### src/rtl/tbp_pkg.sv
// ----------------------------------------------------------------------------
// tbp_pkg
// Shared widths, codes and types of the table-driven bit permutation block.
// ----------------------------------------------------------------------------
package tbp_pkg;

    localparam int MAX_BLOCK_BYTES_DEF = 8;

    localparam int BYTE_W      = 8;
    localparam int BLOCK_W     = 64;
    localparam int INDEX_W     = 7;
    localparam int BYTES_CFG_W = 4;
    localparam int BIT_CNT_W   = 3;

    localparam int CFG_ADDR_W = 4;
    localparam int CFG_DATA_W = 32;

    localparam logic [BIT_CNT_W-1:0]   LAST_BIT        = 3'd7;
    localparam logic [BYTES_CFG_W-1:0] BLOCK_BYTES_RST = 4'd8;

    // item operation codes
    localparam logic OP_LOAD  = 1'b0;
    localparam logic OP_INDEX = 1'b1;

    // register indexes, word address = 4 * index
    typedef enum logic [1:0] {
        REG_BLOCK_BYTES = 2'd0,
        REG_ONE_BASED   = 2'd1,
        REG_REVERSE     = 2'd2
    } reg_idx_t;

    typedef struct packed {
        logic [BYTES_CFG_W-1:0] block_bytes;
        logic                   one_based;
        logic                   reverse_numbering;
    } cfg_t;

    typedef struct packed {
        logic [BYTE_W-1:0] out_byte;
        logic              index_error;
        logic              last_byte;
    } result_t;

endpackage

### src/rtl/tbp_if.sv
// ----------------------------------------------------------------------------
// tbp_if
// Valid/ready channels carrying input items and result bytes.
// ----------------------------------------------------------------------------
interface tbp_item_if;
    logic                          valid;
    logic                          ready;
    logic                          op;
    logic [tbp_pkg::BLOCK_W-1:0]   block_data;
    logic [tbp_pkg::INDEX_W-1:0]   source_index;
    logic                          last_index;

    modport source (
        output valid, op, block_data, source_index, last_index,
        input  ready
    );
    modport sink (
        input  valid, op, block_data, source_index, last_index,
        output ready
    );
endinterface

interface tbp_result_if;
    logic                          valid;
    logic                          ready;
    logic [tbp_pkg::BYTE_W-1:0]    out_byte;
    logic                          index_error;
    logic                          last_byte;

    modport source (
        output valid, out_byte, index_error, last_byte,
        input  ready
    );
    modport sink (
        input  valid, out_byte, index_error, last_byte,
        output ready
    );
endinterface

### src/rtl/tbp_core.sv
// ----------------------------------------------------------------------------
// tbp_core
// Source block store, bit select and byte packing for one item per cycle while fire is high.
// ----------------------------------------------------------------------------
module tbp_core #(
    parameter int MAX_BLOCK_BYTES = tbp_pkg::MAX_BLOCK_BYTES_DEF
) (
    input  logic                         clk,
    input  logic                         rst_n,
    input  tbp_pkg::cfg_t                cfg,
    input  logic                         fire,
    input  logic                         op,
    input  logic [tbp_pkg::BLOCK_W-1:0]  block_data,
    input  logic [tbp_pkg::INDEX_W-1:0]  source_index,
    input  logic                         last_index,
    output logic                         res_valid,
    output tbp_pkg::result_t             res
);
    import tbp_pkg::*;

    localparam int SRC_W = MAX_BLOCK_BYTES * BYTE_W;
    localparam int POS_W = $clog2(SRC_W);
    localparam logic [POS_W-1:0] TOP_POS = POS_W'(SRC_W - 1);
    localparam logic [BYTES_CFG_W-1:0] MAX_BYTES = BYTES_CFG_W'(MAX_BLOCK_BYTES);

    logic [SRC_W-1:0]     source_block_reg, source_block_next;
    logic [BYTE_W-1:0]    pack_byte_reg, pack_byte_next;
    logic [BIT_CNT_W-1:0] bits_packed_reg, bits_packed_next;
    logic                 error_pending_reg, error_pending_next;

    logic [BYTES_CFG_W-1:0] bytes_eff;
    logic [INDEX_W-1:0]     nbits;
    logic [INDEX_W-1:0]     bit_num;
    logic [INDEX_W-1:0]     pos_full;
    logic [POS_W-1:0]       pos;
    logic                   bad;
    logic                   sel_bit;
    logic [BYTE_W-1:0]      pack_now;
    logic                   close;

    always_comb
    begin
        if (cfg.block_bytes == '0)
            bytes_eff = BYTES_CFG_W'(1);
        else if (cfg.block_bytes > MAX_BYTES)
            bytes_eff = MAX_BYTES;
        else
            bytes_eff = cfg.block_bytes;

        nbits   = {bytes_eff[BYTES_CFG_W-1:0], 3'b000};
        bit_num = source_index - INDEX_W'(cfg.one_based);
        bad     = (cfg.one_based && source_index == '0) || (bit_num >= nbits);

        // reverse mode counts from the lsb of the last valid byte
        if (cfg.reverse_numbering)
            pos_full = nbits - INDEX_W'(1) - bit_num;
        else
            pos_full = bit_num;
        pos = pos_full[POS_W-1:0];

        sel_bit  = !bad && source_block_reg[TOP_POS - pos];
        pack_now = pack_byte_reg | (BYTE_W'(sel_bit) << (LAST_BIT - bits_packed_reg));
        close    = (bits_packed_reg == LAST_BIT) || last_index;

        source_block_next  = source_block_reg;
        pack_byte_next     = pack_byte_reg;
        bits_packed_next   = bits_packed_reg;
        error_pending_next = error_pending_reg;
        res_valid          = 1'b0;

        if (fire)
        begin
            if (op == OP_LOAD)
            begin
                source_block_next = block_data[BLOCK_W-1 -: SRC_W];
            end
            else if (close)
            begin
                res_valid          = 1'b1;
                pack_byte_next     = '0;
                bits_packed_next   = '0;
                error_pending_next = 1'b0;
            end
            else
            begin
                pack_byte_next     = pack_now;
                bits_packed_next   = bits_packed_reg + BIT_CNT_W'(1);
                error_pending_next = error_pending_reg | bad;
            end
        end

        res.out_byte    = pack_now;
        res.index_error = error_pending_reg | bad;
        res.last_byte   = last_index;
    end

    always_ff @(posedge clk or negedge rst_n)
    begin
        if (!rst_n)
        begin
            source_block_reg  <= '0;
            pack_byte_reg     <= '0;
            bits_packed_reg   <= '0;
            error_pending_reg <= 1'b0;
        end
        else
        begin
            source_block_reg  <= source_block_next;
            pack_byte_reg     <= pack_byte_next;
            bits_packed_reg   <= bits_packed_next;
            error_pending_reg <= error_pending_next;
        end
    end

endmodule

### src/rtl/table_bit_permutation_top.sv
// ----------------------------------------------------------------------------
// table_bit_permutation_top
// Table-driven bit permutation with APB register port and output buffer.
// ----------------------------------------------------------------------------
// One item is accepted every cycle unless the input stalls. A load item
// replaces the source block; an index item picks one source bit and packs
// it into the current byte. The eighth index, or the index marked last,
// closes the byte, which appears on the result channel the cycle after that
// index was accepted unless an earlier byte is still waiting there. A
// two-entry output buffer lets the input keep flowing while a byte waits;
// the input stalls only when both entries hold bytes not yet taken.
// Registers: block_bytes at 0x0, one_based at 0x4, reverse_numbering at 0x8.
module table_bit_permutation_top #(
    parameter int MAX_BLOCK_BYTES = tbp_pkg::MAX_BLOCK_BYTES_DEF
) (
    input  logic                             clk,
    input  logic                             rst_n,
    input  logic                             psel,
    input  logic                             penable,
    input  logic                             pwrite,
    input  logic [tbp_pkg::CFG_ADDR_W-1:0]   paddr,
    input  logic [tbp_pkg::CFG_DATA_W-1:0]   pwdata,
    output logic [tbp_pkg::CFG_DATA_W-1:0]   prdata,
    output logic                             pready,
    tbp_item_if.sink                         item,
    tbp_result_if.source                     result
);
    import tbp_pkg::*;

    cfg_t     cfg_reg;
    reg_idx_t reg_idx;
    logic     cfg_write;

    logic     fire;
    logic     res_valid;
    result_t  res;

    logic     out_valid_reg, out_valid_next;
    logic     skid_valid_reg, skid_valid_next;
    result_t  out_res_reg, out_res_next;
    result_t  skid_res_reg, skid_res_next;
    logic     take;

    // register port
    assign pready    = 1'b1;
    assign reg_idx   = reg_idx_t'(paddr[3:2]);
    assign cfg_write = psel && penable && pwrite && pready;

    always_ff @(posedge clk or negedge rst_n)
    begin
        if (!rst_n)
        begin
            cfg_reg.block_bytes       <= BLOCK_BYTES_RST;
            cfg_reg.one_based         <= 1'b0;
            cfg_reg.reverse_numbering <= 1'b0;
        end
        else if (cfg_write)
        begin
            unique case (reg_idx)
                REG_BLOCK_BYTES: cfg_reg.block_bytes       <= pwdata[BYTES_CFG_W-1:0];
                REG_ONE_BASED:   cfg_reg.one_based         <= pwdata[0];
                REG_REVERSE:     cfg_reg.reverse_numbering <= pwdata[0];
                default:         ;
            endcase
        end
    end

    always_comb
    begin
        unique case (reg_idx)
            REG_BLOCK_BYTES: prdata = CFG_DATA_W'(cfg_reg.block_bytes);
            REG_ONE_BASED:   prdata = CFG_DATA_W'(cfg_reg.one_based);
            REG_REVERSE:     prdata = CFG_DATA_W'(cfg_reg.reverse_numbering);
            default:         prdata = '0;
        endcase
    end

    // datapath
    assign item.ready = !skid_valid_reg;
    assign fire       = item.valid && item.ready;

    tbp_core #(
        .MAX_BLOCK_BYTES (MAX_BLOCK_BYTES)
    ) u_core (
        .clk          (clk),
        .rst_n        (rst_n),
        .cfg          (cfg_reg),
        .fire         (fire),
        .op           (item.op),
        .block_data   (item.block_data),
        .source_index (item.source_index),
        .last_index   (item.last_index),
        .res_valid    (res_valid),
        .res          (res)
    );

    // output register with skid entry
    assign take = out_valid_reg && result.ready;

    always_comb
    begin
        out_valid_next  = out_valid_reg;
        skid_valid_next = skid_valid_reg;
        out_res_next    = out_res_reg;
        skid_res_next   = skid_res_reg;

        if (take)
        begin
            if (skid_valid_reg)
            begin
                out_res_next    = skid_res_reg;
                skid_valid_next = 1'b0;
            end
            else
            begin
                out_valid_next = 1'b0;
            end
        end

        if (res_valid)
        begin
            if (!out_valid_next)
            begin
                out_valid_next = 1'b1;
                out_res_next   = res;
            end
            else
            begin
                skid_valid_next = 1'b1;
                skid_res_next   = res;
            end
        end
    end

    always_ff @(posedge clk or negedge rst_n)
    begin
        if (!rst_n)
        begin
            out_valid_reg  <= 1'b0;
            skid_valid_reg <= 1'b0;
        end
        else
        begin
            out_valid_reg  <= out_valid_next;
            skid_valid_reg <= skid_valid_next;
        end
    end

    always_ff @(posedge clk)
    begin
        out_res_reg  <= out_res_next;
        skid_res_reg <= skid_res_next;
    end

    assign result.valid       = out_valid_reg;
    assign result.out_byte    = out_res_reg.out_byte;
    assign result.index_error = out_res_reg.index_error;
    assign result.last_byte   = out_res_reg.last_byte;

`ifndef NO_ASSERTIONS
    // skid entry only fills behind a waiting output byte
    a_skid_behind_out : assert property (@(posedge clk) disable iff (!rst_n)
        skid_valid_reg |-> out_valid_reg)
        else $error("skid entry holds a byte while output register is empty");

    // after a last index the result channel always holds a byte next cycle
    a_last_yields_byte : assert property (@(posedge clk) disable iff (!rst_n)
        (fire && item.op == OP_INDEX && item.last_index) |=> out_valid_reg)
        else $error("last index did not produce an output byte");

    // a load transfer with no take neither adds nor removes a buffered byte
    a_load_no_byte : assert property (@(posedge clk) disable iff (!rst_n)
        (fire && item.op == OP_LOAD && !take) |=>
            (out_valid_reg == $past(out_valid_reg) &&
             skid_valid_reg == $past(skid_valid_reg)))
        else $error("load transfer changed output buffer occupancy");
`endif

endmodule

### src/flat_wrapper.sv
// flat-port wrapper written by rule: the top's interface ports become plain ports
module table_bit_permutation_top_flat import tbp_pkg::*;
#(
    parameter int MAX_BLOCK_BYTES = tbp_pkg::MAX_BLOCK_BYTES_DEF
)
  (clk, rst_n, psel, penable, pwrite, paddr, pwdata, prdata, pready, item_valid, item_op, item_block_data, item_source_index, item_last_index, item_ready, result_valid, result_out_byte, result_index_error, result_last_byte, result_ready);
  tbp_item_if item_i ();
  tbp_result_if result_i ();
  input  logic clk;
  input  logic rst_n;
  input  logic psel;
  input  logic penable;
  input  logic pwrite;
  input  logic [tbp_pkg::CFG_ADDR_W-1:0] paddr;
  input  logic [tbp_pkg::CFG_DATA_W-1:0] pwdata;
  output logic [tbp_pkg::CFG_DATA_W-1:0] prdata;
  output logic pready;
  input wire logic [$bits(item_i.valid)-1:0] item_valid;
  input wire logic [$bits(item_i.op)-1:0] item_op;
  input wire logic [$bits(item_i.block_data)-1:0] item_block_data;
  input wire logic [$bits(item_i.source_index)-1:0] item_source_index;
  input wire logic [$bits(item_i.last_index)-1:0] item_last_index;
  output wire logic [$bits(item_i.ready)-1:0] item_ready;
  output wire logic [$bits(result_i.valid)-1:0] result_valid;
  output wire logic [$bits(result_i.out_byte)-1:0] result_out_byte;
  output wire logic [$bits(result_i.index_error)-1:0] result_index_error;
  output wire logic [$bits(result_i.last_byte)-1:0] result_last_byte;
  input wire logic [$bits(result_i.ready)-1:0] result_ready;
  assign item_i.valid = item_valid;
  assign item_i.op = item_op;
  assign item_i.block_data = item_block_data;
  assign item_i.source_index = item_source_index;
  assign item_i.last_index = item_last_index;
  assign item_ready = item_i.ready;
  assign result_valid = result_i.valid;
  assign result_out_byte = result_i.out_byte;
  assign result_index_error = result_i.index_error;
  assign result_last_byte = result_i.last_byte;
  assign result_i.ready = result_ready;
  table_bit_permutation_top #(.MAX_BLOCK_BYTES(MAX_BLOCK_BYTES)) u_core (.clk(clk), .rst_n(rst_n), .psel(psel), .penable(penable), .pwrite(pwrite), .paddr(paddr), .pwdata(pwdata), .prdata(prdata), .pready(pready), .item(item_i), .result(result_i));
endmodule
### config.mk
export PLATFORM = sky130hd
export DESIGN_NAME = table_bit_permutation_top_flat
export DESIGN_NICKNAME = d
export VERILOG_FILES = /design/src/rtl/tbp_pkg.sv /design/src/rtl/tbp_if.sv /design/src/rtl/tbp_core.sv /design/src/rtl/table_bit_permutation_top.sv /design/src/flat_wrapper.sv
export SDC_FILE = /design/constraint.sdc
export NUM_CORES = 1
export LEC_CHECK = 0
export ABC_AREA = 1
export BUFFER_PORTS_ARGS = -buffer_cell sky130_fd_sc_hd__clkbuf_2
export CAP_MARGIN = 40
export CORE_ASPECT_RATIO = 1.25
export CORE_MARGIN = 5
export CORE_UTILIZATION = 48
export CTS_BUF_LIST = sky130_fd_sc_hd__clkbuf_8
export CTS_CLUSTER_DIAMETER = 120
export CTS_CLUSTER_SIZE = 28
export DETAILED_ROUTE_END_ITERATION = 10
export HOLD_SLACK_MARGIN = 0.05
export PLACE_DENSITY = 0.78
export SLEW_MARGIN = 10
export SYNTH_ARGS = -nofsm -noshare
export SYNTH_HDL_FRONTEND = slang
export SYNTH_SLANG_ARGS = --single-unit
### constraint.sdc
create_clock -name clk -period 2.7 [get_ports clk]
set_clock_uncertainty 0.1 [all_clocks]
set_input_delay 0.54 -clock clk [delete_from_list [all_inputs] [get_ports clk]]
set_output_delay 0.54 -clock clk [all_outputs]
set_load 0.01 [all_outputs]
==> impl_metrics.tcl, run 1 <==
set metrics [dict create \
    status "finished with violations" \
    violations "negative setup slack" \
    path_cells "ha_4, nand2_2, nor2_1, nand2_1, nand2_2, ha_2, inv_2, fa_1, o21ai_2, nand2_1, nor2_2, nor2_2, nor2_4, nand4_1, nand2_1, nand2_1, nand2_1" \
    grt_pass1_vias 4331 \
    portBuffers 101 \
    pwr_density_cell_mw_per_mm2 555 \
    worst-path-max-fanout 8 \
    wire_per_inst_um 14.5 \
    worstSetupStartpointType "flop" \
    numCtsBuffers 9 \
    met2_usage_pct 31.1 \
    fmax_mhz 358 \
    cts-root-buf "clkbuf_8" \
    drtAntennaViolNets 0 \
    place.gp.congestion 0.868 \
    cp.depth 17 \
    synth-edff-count 10 \
    syn_area_per_cell_sq_um 9.45 \
    htreeDepth 3 \
    crit_arrival_ps 3010 \
    synthFlopType "dfrtp_1" \
    pre_cts_slack_ps -405 \
    fin_crit_ps 2800 \
    synth.most_common_cell "nand2_1" \
    fin_tns_setup_ps -960 \
    worstSetupPathType "flop to flop" \
    grt_pass1_wl_um 20300 \
    critPathTopFamily "simple AND/OR/NAND/NOR gates" \
    vias 4294 \
    irDropWorstVdd_uv 327 \
    area_growth_pct 19.5 \
    post-route-util_pct 58.3 \
    p_leak_nw 3.37 \
    synth.area.top_cells "dfrtp_1 (38%), mux2_2 (15%), nand2_1 (9.1%)" \
    drv_slew 0 \
    die_h_um 129 \
    layout-drive-gt1-share_pct 36.5 \
    post-route-drc-count 0 \
    synth.largest_area_cell "dfrtp_1" \
    cpPeakStageDelay_ps 460 \
    yosys_warnings 0 \
    whs_ps 79.7 \
    design_area_sq_mm 0.00646 \
    yosys.area.top_type_share_pct 38.4 \
    seq_area_frac_synth_pct 48.2 \
    cp_num_buf_inv 1 \
    wirelength_um 12100 \
    cts_sinks 104 \
    cts_tree "done" \
    antenna_found_initial 0 \
    hold_path_class "input pin to asynchronous set/reset pin" \
    grt-ovfl-total 0 \
    start_util_pct 48.8 \
    setup_viol 19 \
    fill_cells 976 \
    design.core.area_sq_mm 0.0111 \
    ys_ff_latch 104 \
    die_area_sq_mm 0.0135 \
    num_rows 43 \
    critPathRequiredTime_ps 2910 \
    synth_commonest_cells "nand2_1 (131), dfrtp_1 (83), nand3_1 (78)" \
    synth_area_sq_mm 0.00541 \
    rr_worst_depth 17 \
    firstDrtPassIters 4 \
    timing.final.crit_share_pct 104 \
    worst_slack_ps -96.5 \
    hold_viol_final 0 \
    num_io_pins 161 \
    antenna_cells 0 \
    initialDrtViolationCount 157 \
    clkLatencyLatePin_ps 370 \
    synthArstFlopShare_pct 80.8 \
    maxCapViolCount 0 \
    met3_usage_pct 3.96 \
    cts_max_path_buffers 2 \
    slowest_stage "fa_1" \
    path_common_cell "nand2_1" \
    place_area_sq_mm 0.00616 \
    tightest_slew_ps 619 \
    largest_reg_flops 64 \
    hpwl_um 9150 \
    busiest_layer "met2" \
    track_usage_pct 18.3 \
    postSynthCellCount 572 \
    grt_max_degree 65 \
    crit_path_end_kind "flop" \
    met1_usage_pct 23.5 \
    die_x_um 105 \
    rsz0062_at_grt "yes" \
    fin_nets 820 \
    slew_headroom_pct 58.7 \
    synth.distinct_cells 36 \
    clkTransAtPathRegs_ps 100 \
    vias_per_cell 5.15 \
]
[per-stage QoR]
step	std cells	power, mW
after global routing	834	3.77
after detailed placement	814	2.51
final	834	3.58
after CTS	832	3.60
after global placement	814	2.49
after floorplan	599	2.22
[worst reg2reg max path, stage by stage, from the launching register on]
cell and delay, ps:
dfrtp_1 410, ha_4 180, nand2_2 50, nor2_1 80, nand2_1 60, nand2_2 80, ha_2 170, inv_2 40
fa_1 460, o21ai_2 230, nand2_1 100, nor2_2 100, nor2_2 60, nor2_4 190, nand4_1 200, nand2_1 120
nand2_1 60, nand2_1 60
[path summary, 6_finish.rpt]
check / endpoint / slack [ps] / start
worst max-delay path: u_core.result.out_byte[2]$_DFF_P_ / -100 / u_core.cfg_reg[1]$_DFFE_PN0P_
worst min-delay path: u_core.u_core.source_block_reg[29]$_DFFE_PN0P_ / 80 / rst_n
worst max register to register: u_core.result.out_byte[2]$_DFF_P_ / -100 / u_core.cfg_reg[1]$_DFFE_PN0P_
worst min register to register: u_core.result.last_byte$_DFF_P_ / 390 / u_core.result.last_byte$_DFF_P_
max in group asynchronous: u_core.u_core.source_block_reg[46]$_DFFE_PN0P_ / 1800 / rst_n
min in group clk: u_core.skid_res_reg[0]$_DFFE_PP_ / 280 / item_last_index
[layout make-up]
type                            instances  area, sq um  share of cell area [%]
Multi-Input combinational cell        406         2500                    38.7
Inverter                               42          165                    2.56
Sequential cell                       104         2600                    40.3
Clock buffer                           10          138                    2.13
Tap cell                              135          169                    2.62
Clock inverter                          6         85.1                    1.32
Timing Repair Buffer                  131          796                    12.3
[logic make-up after synthesis]
family	after synthesis	synth area share, %
AND/OR/NAND/NOR	255	21.0
flip-flops	104	48.2
adder cells (fa/ha/maj)	10	2.45
AO/OA/AOI/OAI	37	3.68
XOR/XNOR	4	0.648
multiplexers	71	14.8
other	2	0.139
buffers and inverters	89	9.07
[cell usage in the layout, fill, tap and decap left out, types with 3 or more instances in the layout]
cell type,Yosys,layout
a21oi_1,14,11
a21oi_2,0,3
buf_12,0,5
buf_4,32,26
clkbuf_2,0,100
clkbuf_8,0,10
conb_1,2,29
dfrtp_1,83,83
dfxtp_1,10,10
edfxtp_1,10,10
ha_1,9,6
inv_1,37,36
inv_2,3,6
mux2_2,71,71
nand2_1,131,126
nand2_2,5,10
nand2_4,3,3
nand3_1,78,74
nand3_2,0,4
nand4_1,9,9
nor2_1,21,20
nor2_2,2,3
o211ai_1,3,3
o21ai_0,16,14
xor2_1,3,3
[report_power, final]
group	switching (mW)	internal (mW)	total [mW]
logic	0.533	0.351	0.884
clock network	0.533	0.545	1.08
registers	0.0244	1.60	1.62
[metal layers]
layer / up-vias / routed length (um) / share of wire (%)
met3: 13 / 818 / 6.8
met5: - / 0 / 0
met2: 147 / 6030 / 50
met1: 2041 / 5060 / 42
li1: 2093 / - / -
met4: 0 / 157 / 1.3
[what timing repair did]
action / 4_1_cts / 5_1_grt
endpoints found under the setup margin: 24 / 25
buffers inserted: 2 / 2
gates cloned: 0 / 0
gates resized for setup: 8 / 10
hold buffers: 0 / 0
pin swaps: 10 / 16
Note: power is estimated with default switching activity, not from simulation.
==> run 2: changes to the inputs <==
--- a/config.mk
+++ b/config.mk
@@ -8,7 +8,7 @@
 export ABC_AREA = 1
 export BUFFER_PORTS_ARGS = -buffer_cell sky130_fd_sc_hd__clkbuf_2
 export CAP_MARGIN = 40
-export CORE_ASPECT_RATIO = 1.25
+export CORE_ASPECT_RATIO = 0.7
 export CORE_MARGIN = 5
 export CORE_UTILIZATION = 48
 export CTS_BUF_LIST = sky130_fd_sc_hd__clkbuf_8
==> impl_metrics.tcl, run 2 (synthesis results as in run 1) <==
set metrics [dict create \
    fin_crit_ps 2820 \
    slowest_stage "fa_1" \
    design.core.area_sq_mm 0.0110 \
    finalPower_mw 3.51 \
    hold_viol_final 0 \
    htreeDepth 3 \
    tightest_slew_ps 615 \
    grt_pass1_wl_um 21100 \
    layout_common_cells "nand2_1 (125), clkbuf_2 (100), dfrtp_1 (83)" \
    worstSetupPathType "flop to flop" \
    status "finished with violations" \
    clkTransAtPathRegs_ps 100 \
    wire_per_inst_um 14.9 \
    vias_per_cell 5.12 \
    place.gp.congestion 0.905 \
    final_common_cell "nand2_1" \
    layout-drive-gt1-share_pct 36.7 \
    pwr_density_cell_mw_per_mm2 542 \
    clkLatencyLatePin_ps 370 \
    track_usage_pct 19.6 \
    cts_tree "done" \
    area_growth_pct 19.7 \
    setup_viol 24 \
    cp_num_buf_inv 1 \
    worst_slack_ps -119 \
    switching_share_pct 31.3 \
    vias 4376 \
    numCtsBuffers 9 \
    crit_arrival_ps 3030 \
    post-route-drc-count 0 \
    place_area_sq_mm 0.00619 \
    fin_nets 822 \
    worst-path-max-fanout 8 \
    die_area_sq_mm 0.0135 \
    hpwl_um 9650 \
    num_rows 32 \
    firstDrtPassIters 5 \
    p_switching_mw 1.10 \
    p_leak_nw 3.36 \
    violations "negative setup slack" \
    design_area_sq_mm 0.00647 \
    p_int_mw 2.41 \
    crit_path_end_kind "flop" \
    pwr-share-seq_pct 46.2 \
    cts-root-buf "clkbuf_8" \
    rr_worst_depth 17 \
    path_common_cell "nand2_2" \
    path_cells "ha_4, nand2_2, nor2_2, nand2_1, nand2_2, ha_4, inv_2, fa_1, o21ai_2, nand3_2, nand3_2, nand2_2, nor2_4, nand4_1, nand2_2, nand2_1, nand2_1" \
    fmax_mhz 355 \
    grt-ovfl-total 0 \
    critPathTopFamily "simple AND/OR/NAND/NOR gates" \
    cp.depth 17 \
    slew_headroom_pct 59.0 \
    clock_power_share_pct 27.6 \
    die_x_um 137 \
    grt_max_degree 50 \
    cts_sinks 104 \
    hold_path_class "input pin to asynchronous set/reset pin" \
    largest_reg_flops 64 \
    initialDrtViolationCount 249 \
    critPathRequiredTime_ps 2920 \
    post-route-util_pct 58.8 \
    cts_max_path_buffers 2 \
    start_util_pct 49.1 \
    irDropWorstVdd_uv 296 \
    maxCapViolCount 0 \
    cpPeakStageDelay_ps 460 \
    drv_slew 0 \
    power_frac_comb_pct 26.2 \
    die_h_um 98.8 \
    num_io_pins 161 \
    grt_pass1_vias 4371 \
    rsz0062_at_grt "yes" \
    antenna_cells 0 \
    portBuffers 101 \
    worstSetupStartpointType "flop" \
    hold_buffers 0 \
    timing.final.crit_share_pct 104 \
    antenna_found_initial 0 \
    wirelength_um 12700 \
    drtAntennaViolNets 0 \
]
[run 2: power by group through the flow]
| stage | logic (mW) | registers [mW] | clock network (mW) |
|---|---|---|---|
| after CTS | 0.881 | 1.62 | 0.998 |
| final | 0.919 | 1.62 | 0.966 |
| after detailed placement | 0.873 | 1.65 | 0 |
| after floorplan | 0.577 | 1.64 | 0 |
| after global routing | 1.01 | 1.62 | 1.06 |
| after global placement | 0.854 | 1.65 | 0 |
[run 2: repair_timing]
action                     4_1_cts  5_1_grt
pin swaps                       15       14
resized for setup                3       14
setup buffers                    1        2
setup endpoints to repair       24       27
[run 2: worst paths after layout]
path	from	to	slack (ps)
max in group asynchronous	rst_n	u_core.u_core.source_block_reg[56]$_DFFE_PN0P_	1730
max	u_core.cfg_reg[1]$_DFFE_PN0P_	u_core.result.out_byte[3]$_DFF_P_	-120
min in group clk	pwdata[3]	u_core.cfg_reg[5]$_DFFE_PN1P_	280
max reg2reg	u_core.cfg_reg[1]$_DFFE_PN0P_	u_core.result.out_byte[3]$_DFF_P_	-120
min	rst_n	u_core.u_core.source_block_reg[41]$_DFFE_PN0P_	80
min reg2reg	u_core.result.last_byte$_DFF_P_	u_core.result.last_byte$_DFF_P_	400
[run 2: per-stage QoR]
stage | worst slack [ps] | hold WS (ps) | setup TNS [ps] | cells
after CTS | -116 | 87.5 | -1550 | 852
final | -119 | 75.5 | -1660 | 854
after detailed placement | -470 | 384 | -10190 | 835
after global placement | -326 | 379 | -7170 | 835
after global routing | -414 | 109 | -8370 | 854
after floorplan | -14.2 | 144 | -14.2 | 599
[run 2: per-layer routing]
metal	part of all wire, %	global-route usage [%]	up-vias
li1	-	-	2109
met1	44	26.7	2085
met2	47	30.4	160
met3	7.4	5.71	22
met4	1.8	5.83	0
met5	0	0	-
[run 2: worst register-to-register path, cell delays in order, from the launching register on]
cell and delay [ps]:
dfrtp_1 410, ha_4 190, nand2_2 60, nor2_2 80
nand2_1 70, nand2_2 100, ha_4 140, inv_2 40
fa_1 470, o21ai_2 220, nand3_2 110, nand3_2 90
nand2_2 70, nor2_4 200, nand4_1 190, nand2_2 130
nand2_1 60, nand2_1 60
[run 2: final cells by class]
cell class | count | area, sq um
fill | 954 | 4540
sequential | 104 | 2600
multi-input combinational | 406 | 2520
timing repair buffer | 133 | 798
tap | 153 | 191
inverter | 42 | 163
clock buffer | 9 | 124
clock inverter | 7 | 70.1
